File: src/sv/iotlb_pkg.sv
`default_nettype none

package iotlb_pkg;

  localparam int unsigned ENTRIES     = 2;
  localparam int unsigned IDX_W       = $clog2(ENTRIES);
  localparam int unsigned PAGE_BYTES  = 4096;
  localparam int unsigned PG_OFF_W    = $clog2(PAGE_BYTES);
  localparam int unsigned VA_W        = 64;
  localparam int unsigned VPN_W       = 52;
  localparam int unsigned PPN_W       = 44;
  localparam int unsigned PA_W        = 56;
  localparam int unsigned SIZE_W      = 57;
  localparam int unsigned CTX_W       = 38;
  localparam int unsigned ATTR_W      = 13;

  localparam logic CMD_LOOKUP = 1'b0;
  localparam logic CMD_FILL   = 1'b1;

  localparam logic [1:0] ST_HIT  = 2'd0;
  localparam logic [1:0] ST_MISS = 2'd1;
  localparam logic [1:0] ST_FLT  = 2'd2;
  localparam logic [1:0] ST_FILL = 2'd3;

  localparam int unsigned AT_VS_R   = 0;
  localparam int unsigned AT_VS_W   = 1;
  localparam int unsigned AT_VS_X   = 2;
  localparam int unsigned AT_VS_D   = 3;
  localparam int unsigned AT_U      = 4;
  localparam int unsigned AT_G      = 5;
  localparam int unsigned AT_PBMT_L = 6;
  localparam int unsigned AT_G_R    = 8;
  localparam int unsigned AT_G_W    = 9;
  localparam int unsigned AT_G_X    = 10;
  localparam int unsigned AT_G_D    = 11;
  localparam int unsigned AT_NAPOT  = 12;

  localparam int unsigned ACC_R = 0;
  localparam int unsigned ACC_W = 1;
  localparam int unsigned ACC_X = 2;

  typedef struct packed {
    logic              command;
    logic [VA_W-1:0]   virt_addr;
    logic [VPN_W-1:0]  virt_page;
    logic              gscid_valid;
    logic              pscid_valid;
    logic [15:0]       guest_ctx_id;
    logic [19:0]       proc_ctx_id;
    logic              priv_mode;
    logic [2:0]        access_flags;
    logic              sum_enable;
    logic [ATTR_W-1:0] entry_attrs;
    logic [PPN_W-1:0]  phys_page;
  } req_t;

  typedef struct packed {
    logic [1:0]        status;
    logic [PA_W-1:0]   phys_addr;
    logic [SIZE_W-1:0] page_size;
    logic              perm_read;
    logic              perm_write;
    logic              perm_exec;
    logic              global_page;
    logic [1:0]        mem_type;
  } rsp_t;

  typedef struct packed {
    logic req_load;
    logic match_load;
    logic resp_exec;
  } ctrl_cmd_t;

  typedef struct packed {
    logic rsp_full;
  } ctrl_sts_t;

endpackage

`default_nettype wire

File: src/sv/iotlb_req_if.sv
`default_nettype none

interface iotlb_req_if import iotlb_pkg::*; ();
  logic valid;
  logic ready;
  req_t data;

  modport source (output valid, output data, input ready);
  modport sink   (input valid, input data, output ready);
endinterface

`default_nettype wire

File: src/sv/iotlb_rsp_if.sv
`default_nettype none

interface iotlb_rsp_if import iotlb_pkg::*; ();
  logic valid;
  logic ready;
  rsp_t data;

  modport source (output valid, output data, input ready);
  modport sink   (input valid, input data, output ready);
endinterface

`default_nettype wire

File: src/sv/iotlb_ctrl.sv
`default_nettype none

module iotlb_ctrl import iotlb_pkg::*; (
  input  wire logic      clk_i,
  input  wire logic      rst_ni,
  input  wire logic      req_valid_i,
  output logic           req_ready_o,
  input  wire ctrl_sts_t sts_i,
  output ctrl_cmd_t      cmd_o
);

  localparam logic [1:0] S_IDLE  = 2'd0;
  localparam logic [1:0] S_MATCH = 2'd1;
  localparam logic [1:0] S_RESP  = 2'd2;

  logic [1:0] state_q, state_d;

  always_comb begin
    state_d = state_q;
    cmd_o   = '0;
    req_ready_o = 1'b0;
    case (state_q)
      S_IDLE: begin
        req_ready_o = 1'b1;
        if (req_valid_i) begin
          cmd_o.req_load = 1'b1;
          state_d = S_MATCH;
        end
      end
      S_MATCH: begin
        cmd_o.match_load = 1'b1;
        state_d = S_RESP;
      end
      S_RESP: begin
        if (!sts_i.rsp_full) begin
          cmd_o.resp_exec = 1'b1;
          state_d = S_IDLE;
        end
      end
      default: begin
        state_d = S_IDLE;
      end
    endcase
  end

  always_ff @(posedge clk_i or negedge rst_ni) begin
    if (!rst_ni) begin
      state_q <= S_IDLE;
    end else begin
      state_q <= state_d;
    end
  end

endmodule

`default_nettype wire

File: src/sv/iotlb_dpath.sv
`default_nettype none

module iotlb_dpath import iotlb_pkg::*; (
  input  wire logic      clk_i,
  input  wire logic      rst_ni,
  input  wire req_t      req_data_i,
  input  wire ctrl_cmd_t cmd_i,
  output ctrl_sts_t      sts_o,
  output logic           rsp_valid_o,
  input  wire logic      rsp_ready_i,
  output rsp_t           rsp_data_o
);

  req_t              req_q;
  logic [ENTRIES-1:0] valid_q, valid_d;
  logic [ENTRIES-1:0] lru_q, lru_d;
  logic [VPN_W-1:0]  tag_page_q  [ENTRIES];
  logic [CTX_W-1:0]  tag_ctx_q   [ENTRIES];
  logic [ATTR_W-1:0] attr_q      [ENTRIES];
  logic [PPN_W-1:0]  ppn_q       [ENTRIES];
  logic              found_q;
  logic [IDX_W-1:0]  hit_q;
  logic              rsp_valid_q;
  rsp_t              rsp_q, rsp_d;

  logic [CTX_W-1:0]   req_ctx;
  logic [VPN_W-1:0]   vpn;
  logic [ENTRIES-1:0] match;
  logic [IDX_W-1:0]   fill_slot;
  logic               wr_fill;

  assign req_ctx = {req_q.gscid_valid, req_q.pscid_valid, req_q.guest_ctx_id,
                    req_q.proc_ctx_id};
  assign vpn = req_q.virt_addr[VA_W-1:PG_OFF_W];

  // napot-masked tag compare per entry
  for (genvar k = 0; k < ENTRIES; k++) begin : g_cmp
    logic [VPN_W-1:0] tag_inc;
    logic [VPN_W-1:0] tag_mask;
    assign tag_inc  = tag_page_q[k] + VPN_W'(1);
    assign tag_mask = attr_q[k][AT_NAPOT] ? (tag_inc ^ tag_page_q[k])
                                          : '0;
    assign match[k] = valid_q[k] && (tag_ctx_q[k] == req_ctx)
                      && (((vpn ^ tag_page_q[k]) & ~tag_mask) == '0);
  end

  always_comb begin
    if (!valid_q[0]) begin
      fill_slot = IDX_W'(0);
    end else if (!valid_q[1]) begin
      fill_slot = IDX_W'(1);
    end else if (lru_q[1]) begin
      fill_slot = IDX_W'(1);
    end else begin
      fill_slot = IDX_W'(0);
    end
  end

  // selected entry for the response step
  logic [ATTR_W-1:0] a;
  logic [PPN_W-1:0]  ppn;
  logic [PPN_W-1:0]  ppn_inc;
  logic [PPN_W-1:0]  ppn_mask;
  logic [PA_W-1:0]   size_mask;
  logic              rd, wr, ex, pr, sum, u;
  logic              s1_fault, g_fail;

  assign a        = attr_q[hit_q];
  assign ppn      = ppn_q[hit_q];
  assign ppn_inc  = ppn + PPN_W'(1);
  assign ppn_mask = a[AT_NAPOT] ? (ppn_inc ^ ppn) : '0;
  assign size_mask = {ppn_mask, {PG_OFF_W{1'b1}}};

  assign rd  = req_q.access_flags[ACC_R];
  assign wr  = req_q.access_flags[ACC_W];
  assign ex  = req_q.access_flags[ACC_X];
  assign pr  = req_q.priv_mode;
  assign sum = req_q.sum_enable;
  assign u   = a[AT_U];

  assign s1_fault = (ex && !a[AT_VS_X]) || (rd && !a[AT_VS_R]) || (wr && !a[AT_VS_W])
                    || (!pr && !u) || (ex && pr && u) || (pr && !ex && !sum && u);
  assign g_fail   = (ex && !a[AT_G_X]) || (rd && !a[AT_G_R]) || (wr && !a[AT_G_W])
                    || (wr && (!a[AT_VS_D] || !a[AT_G_D]));

  always_comb begin
    valid_d = valid_q;
    lru_d   = lru_q;
    rsp_d   = '0;
    wr_fill = 1'b0;
    if (req_q.command == CMD_FILL) begin
      wr_fill = 1'b1;
      valid_d[fill_slot] = 1'b1;
      rsp_d.status = ST_FILL;
    end else if (!found_q) begin
      rsp_d.status = ST_MISS;
    end else begin
      for (int k = 0; k < ENTRIES; k++) begin
        lru_d[k] = (IDX_W'(k) != hit_q);
      end
      if (s1_fault) begin
        rsp_d.status = ST_FLT;
      end else if (g_fail) begin
        valid_d[hit_q] = 1'b0;
        rsp_d.status = ST_MISS;
      end else begin
        rsp_d.status      = ST_HIT;
        rsp_d.phys_addr   = ({ppn, {PG_OFF_W{1'b0}}} & ~size_mask)
                            | (req_q.virt_addr[PA_W-1:0] & size_mask);
        rsp_d.page_size   = {1'b0, size_mask} + {{(SIZE_W-1){1'b0}}, 1'b1};
        rsp_d.perm_read   = a[AT_VS_R] & a[AT_G_R];
        rsp_d.perm_write  = a[AT_VS_W] & a[AT_G_W];
        rsp_d.perm_exec   = a[AT_VS_X] & a[AT_G_X];
        rsp_d.global_page = a[AT_G];
        rsp_d.mem_type    = a[AT_PBMT_L+1:AT_PBMT_L];
      end
    end
  end

  always_ff @(posedge clk_i) begin
    if (cmd_i.req_load) begin
      req_q <= req_data_i;
    end
    if (cmd_i.match_load) begin
      found_q <= |match;
      hit_q   <= match[0] ? IDX_W'(0) : IDX_W'(1);
    end
    if (cmd_i.resp_exec) begin
      rsp_q <= rsp_d;
      if (wr_fill) begin
        tag_page_q[fill_slot] <= req_q.virt_page;
        tag_ctx_q[fill_slot]  <= req_ctx;
        attr_q[fill_slot]     <= req_q.entry_attrs;
        ppn_q[fill_slot]      <= req_q.phys_page;
      end
    end
  end

  always_ff @(posedge clk_i or negedge rst_ni) begin
    if (!rst_ni) begin
      valid_q     <= '0;
      lru_q       <= '0;
      rsp_valid_q <= 1'b0;
    end else begin
      if (cmd_i.resp_exec) begin
        valid_q     <= valid_d;
        lru_q       <= lru_d;
        rsp_valid_q <= 1'b1;
      end else if (rsp_ready_i) begin
        rsp_valid_q <= 1'b0;
      end
    end
  end

  assign sts_o.rsp_full = rsp_valid_q && !rsp_ready_i;
  assign rsp_valid_o    = rsp_valid_q;
  assign rsp_data_o     = rsp_q;

endmodule

`default_nettype wire

File: src/sv/iotlb_two_stage_lookup_core.sv
// channel | dir | handshake          | payload
// req_i   | in  | valid/ready, sink  | command, address, context tags, fill entry
// rsp_o   | out | valid/ready, source| status, phys addr, page size, perms
//
// every request passes through accept, tag compare, then response and state update
// the response step waits while the output register holds an untaken response
// a new request is accepted while an earlier response still waits on rsp_o
// reset clears the controller state, the valid and lru bits and the output valid
`default_nettype none

module iotlb_two_stage_lookup_core import iotlb_pkg::*; (
  input  wire logic  clk_i,
  input  wire logic  rst_ni,
  iotlb_req_if.sink  req_i,
  iotlb_rsp_if.source rsp_o
);

  ctrl_cmd_t cmd;
  ctrl_sts_t sts;

  iotlb_ctrl u_ctrl (
    .clk_i       (clk_i),
    .rst_ni      (rst_ni),
    .req_valid_i (req_i.valid),
    .req_ready_o (req_i.ready),
    .sts_i       (sts),
    .cmd_o       (cmd)
  );

  iotlb_dpath u_dpath (
    .clk_i       (clk_i),
    .rst_ni      (rst_ni),
    .req_data_i  (req_i.data),
    .cmd_i       (cmd),
    .sts_o       (sts),
    .rsp_valid_o (rsp_o.valid),
    .rsp_ready_i (rsp_o.ready),
    .rsp_data_o  (rsp_o.data)
  );

endmodule

`default_nettype wire

File: src/flat_wrapper.sv
// flat-port wrapper written by rule: the top's interface ports become plain ports
module iotlb_two_stage_lookup_core_flat import iotlb_pkg::*;
  (clk_i, rst_ni, req_i_valid, req_i_data, req_i_ready, rsp_o_valid, rsp_o_data, rsp_o_ready);
  iotlb_req_if req_i_i ();
  iotlb_rsp_if rsp_o_i ();
  input  wire logic clk_i;
  input  wire logic rst_ni;
  input wire logic [$bits(req_i_i.valid)-1:0] req_i_valid;
  input wire logic [$bits(req_i_i.data)-1:0] req_i_data;
  output wire logic [$bits(req_i_i.ready)-1:0] req_i_ready;
  output wire logic [$bits(rsp_o_i.valid)-1:0] rsp_o_valid;
  output wire logic [$bits(rsp_o_i.data)-1:0] rsp_o_data;
  input wire logic [$bits(rsp_o_i.ready)-1:0] rsp_o_ready;
  assign req_i_i.valid = req_i_valid;
  assign req_i_i.data = req_i_data;
  assign req_i_ready = req_i_i.ready;
  assign rsp_o_valid = rsp_o_i.valid;
  assign rsp_o_data = rsp_o_i.data;
  assign rsp_o_i.ready = rsp_o_ready;
  iotlb_two_stage_lookup_core u_core (.clk_i(clk_i), .rst_ni(rst_ni), .req_i(req_i_i), .rsp_o(rsp_o_i));
endmodule
File: config.mk
export PLATFORM = sky130hd
export DESIGN_NAME = iotlb_two_stage_lookup_core_flat
export DESIGN_NICKNAME = d
export VERILOG_FILES = /design/src/sv/iotlb_pkg.sv /design/src/sv/iotlb_req_if.sv /design/src/sv/iotlb_rsp_if.sv /design/src/sv/iotlb_ctrl.sv /design/src/sv/iotlb_dpath.sv /design/src/sv/iotlb_two_stage_lookup_core.sv /design/src/flat_wrapper.sv
export SDC_FILE = /design/constraint.sdc
export NUM_CORES = 1
export LEC_CHECK = 0
export BUFFER_PORTS_ARGS = -buffer_cell sky130_fd_sc_hd__buf_2
export CAP_MARGIN = 15
export CORE_ASPECT_RATIO = 1.75
export CORE_MARGIN = 2
export CORE_UTILIZATION = 50
export CTS_CLUSTER_DIAMETER = 40
export DETAILED_ROUTE_END_ITERATION = 8
export PLACE_DENSITY = 0.73
export SLEW_MARGIN = 15
export SYNTH_ARGS = -nofsm -noshare
export SYNTH_HDL_FRONTEND = slang
export SYNTH_SLANG_ARGS = --single-unit
File: constraint.sdc
create_clock -name clk_i -period 32.2 [get_ports clk_i]
set_input_delay 6.44 -clock clk_i [delete_from_list [all_inputs] [get_ports clk_i]]
set_output_delay 6.44 -clock clk_i [all_outputs]
set_load 0.01 [all_outputs]
==> results.json <==
{
  "seq_area_frac_synth": 0.7353,
  "grt_max_degree": 86,
  "cp.arrival_ns": 9.59,
  "pwr_density_cell_mw_per_mm2": 64.11,
  "total_power_uw": 1918,
  "fp.dieW_um": 175.2,
  "std_cell_rows": 109,
  "numCtsBuffers": 57,
  "critical_path.cell_chain": "buf_2, nand2b_1, nor2b_4, buf_4, nand2_1, nor2_4, buf_4, buf_4",
  "ys_ff_latch": 629,
  "drt-met1-wl_um": 24380,
  "crit_fanout": 75,
  "nFillCells": 3944,
  "via_per_inst": 5.722,
  "grt_pass1_wl_um": 99610,
  "crit_type": "in2reg",
  "ys_warn_count": 0,
  "grt_overflow": 0,
  "met3WireLength_um": 3869,
  "initial_utilization": 0.5066,
  "synth_edf_count": 622,
  "drc": 0,
  "p_leak_uw": 0.01051,
  "peakVddDrop_mv": 0.07647,
  "yosys.cell_types.count": 66,
  "netlist_top_cells_area": "edfxtp_1 73%, xor2_1 3.2%, xnor2_1 2.9%",
  "syn2layout_area_growth_pct": 16.73,
  "synth.area.mux_share": 0.02445,
  "cp_common_cell": "buf_4",
  "synthFlopType": "edfxtp_1",
  "setup_viol": 0,
  "post_cts_resized": 0,
  "hold_viol": 0,
  "grt_use_total": 0.2561,
  "synth-xor-area-share": 0.06116,
  "dp_hpwl_um": 52240,
  "worstSkewPairLatency_ns": 0.60,
  "dp_slack_ns": 22.14,
  "top_layer_used": "met4",
  "syn_avg_cell_area_um2": 15.06,
  "clock_sinks": 629,
  "netlist_area_mm2": 0.02563,
  "drtAntennaViolNets": 0,
  "die_area_mm2": 0.05317,
  "pin_count": 344,
  "layout_common_cells": "622 x edfxtp_1, 331 x buf_2, 121 x nor2_1",
  "clock-skew-final_ns": 0.02092,
  "setup.worst_path.start_class": "input pin",
  "finalWorstSetupSlack_ns": 22.82,
  "clk_path_buf_depth": 3,
  "relSlewSlack": 0.2193,
  "synth-simple-area-share": 0.1104,
  "drive_gt1_frac": 0.2241,
  "synthAdderAreaFrac": 0.001952,
  "synth_top_family_by_area": "simple AND/OR/NAND/NOR gates",
  "gp_congestion": 0.9555,
  "final_common_cell": "edfxtp_1",
  "die_h_um": 303.5,
  "path_clk_slew_ns": 0.06,
  "cts_setup_buffers": 0,
  "required_ns": 32.41,
  "syn_inst": 1702,
  "synth-compound-area-share": 0.05281,
  "wl_um": 69130,
  "slowest_stage": "buf_4",
  "async_flop_share": 0.009539,
  "maxCapViolCount": 0,
  "period_minus_slack_ns": 9.377,
  "drt_iter0_drc": 1357,
  "tns_ns": 0,
  "post_drt_wl_per_cell_um": 24.77,
  "cts_tree": "built",
  "yosysTopAreaCell": "edfxtp_1",
  "coreArea_mm2": 0.05060,
  "postCtsHoldBufs": 0,
  "antenna_found_initial": 0,
  "finalCritPeriodShare": 0.2912,
  "fmax_ghz": 0.1066,
  "outcome": "completed",
  "slowest_delay_ns": 0.89,
  "rsz0062_at_grt": "no",
  "dr_wl_met2_um": 36650,
  "cts_root_buf": "clkbuf_16",
  "finalMaxSlewViolations": 0,
  "detailedRoute.firstPassIterationCount": 6,
  "dp_cells": 2686,
  "final_nets": 2304,
  "vias": 15969,
  "hold_path_class": "reg2reg",
  "htreeDepth": 2,
  "instances_no_fill": 2791,
  "tightest_slew_ns": 1.162,
  "port_buffers": 331,
  "synth.top_cell.area_share": 0.7286,
  "grt_pass1_vias": 16339,
  "end_kind": "flop"
}
## logic make-up after synthesis
logic type               count (synthesis)
flip-flops                             629
AND/OR/NAND/NOR                        548
AO/OA/AOI/OAI                          206
XOR/XNOR                               179
buffers and inverters                   74
multiplexers                            61
adder cells (fa/ha/maj)                  4
other                                    1
## worst paths after layout
path	depth (start not counted)	end	slack (ns)	startpoint
max in group asynchronous	1	u_core.u_ctrl.state_q[0]	26.31	rst_ni
setup / recovery	8	u_core.u_dpath.tag_ctx_q[1][1]	22.82	rsp_o_ready
hold / removal	0	u_core.u_dpath.tag_page_q[1][49]	0.44	u_core.u_dpath.req_q[149]
hold reg to reg	0	u_core.u_dpath.tag_page_q[1][49]	0.44	u_core.u_dpath.req_q[149]
min in group asynchronous	1	u_core.u_ctrl.state_q[1]	5.70	rst_ni
setup reg to reg	9	u_core.u_dpath.rsp_data_o[118]	27.50	flop
## power breakdown
group | switching (µW) | internal [µW]
Combinational | 123 | 58.3
Clock | 304 | 349
Sequential | 64.2 | 1020
Total | 491 | 1430
## worst max-delay path, delay by kind of cell
family / cells / cell delay (ns)
buffers and inverters: 4 / 2.39
AND/OR/NAND/NOR: 4 / 0.65
## layout make-up
class | instances | area [µm²] | share of cell area
sequential | 629 | 18850 | 0.6300
multi-input combinational | 1010 | 6507 | 0.2175
timing repair buffer | 351 | 1807 | 0.06038
clock buffer | 62 | 1445 | 0.04830
tap | 666 | 833.3 | 0.02785
clock inverter | 42 | 362.8 | 0.01213
inverter | 30 | 112.6 | 0.003763
antenna | 1 | 2.502 | 0.00008363
## metal layers
metal	vias to the layer above	global-route usage
met4	0	0.1492
met1	7777	0.2873
met5	-	0
met3	159	0.02899
met2	742	0.4695
li1	7291	-
## per-stage QoR
step | hold WS (ns) | instance area, µm² | utilization
after detailed placement | 0.4313 | 28110 | 0.5556
after floorplan | 0.4215 | 25680 | -
after global routing | 0.4535 | 29920 | 0.5913
after global placement | 0.4255 | 28110 | 0.5556
after CTS | 0.4422 | 29920 | 0.5913
final | 0.4413 | 29920 | 0.5914
## cell usage after synthesis, types with 43 or more instances
cell,number
xnor2_1,84
o21ai_0,47
edfxtp_1,622
nor2_1,122
xor2_1,95
a21oi_1,45
nand4_1,52
mux2i_1,48
nor3_1,43
nand3_1,86
nand2_1,97
## flip-flops by register name (all words and copies together), names as in the netlist, named ones only
signal and cells:
u_core.u_ctrl.state_q 2, u_core.u_dpath.attr_q 26, u_core.u_dpath.ex 1, u_core.u_dpath.found_q 1, u_core.u_dpath.hit_q 1, u_core.u_dpath.lru_q 1
u_core.u_dpath.ppn_q 88, u_core.u_dpath.pr 1, u_core.u_dpath.rd 1, u_core.u_dpath.req_ctx 38, u_core.u_dpath.req_q 175, u_core.u_dpath.rsp_data_o 109
u_core.u_dpath.rsp_valid_o 1, u_core.u_dpath.sum 1, u_core.u_dpath.tag_ctx_q 76, u_core.u_dpath.tag_page_q 104, u_core.u_dpath.valid_q 2
Note: power is estimated with default switching activity, not from simulation.
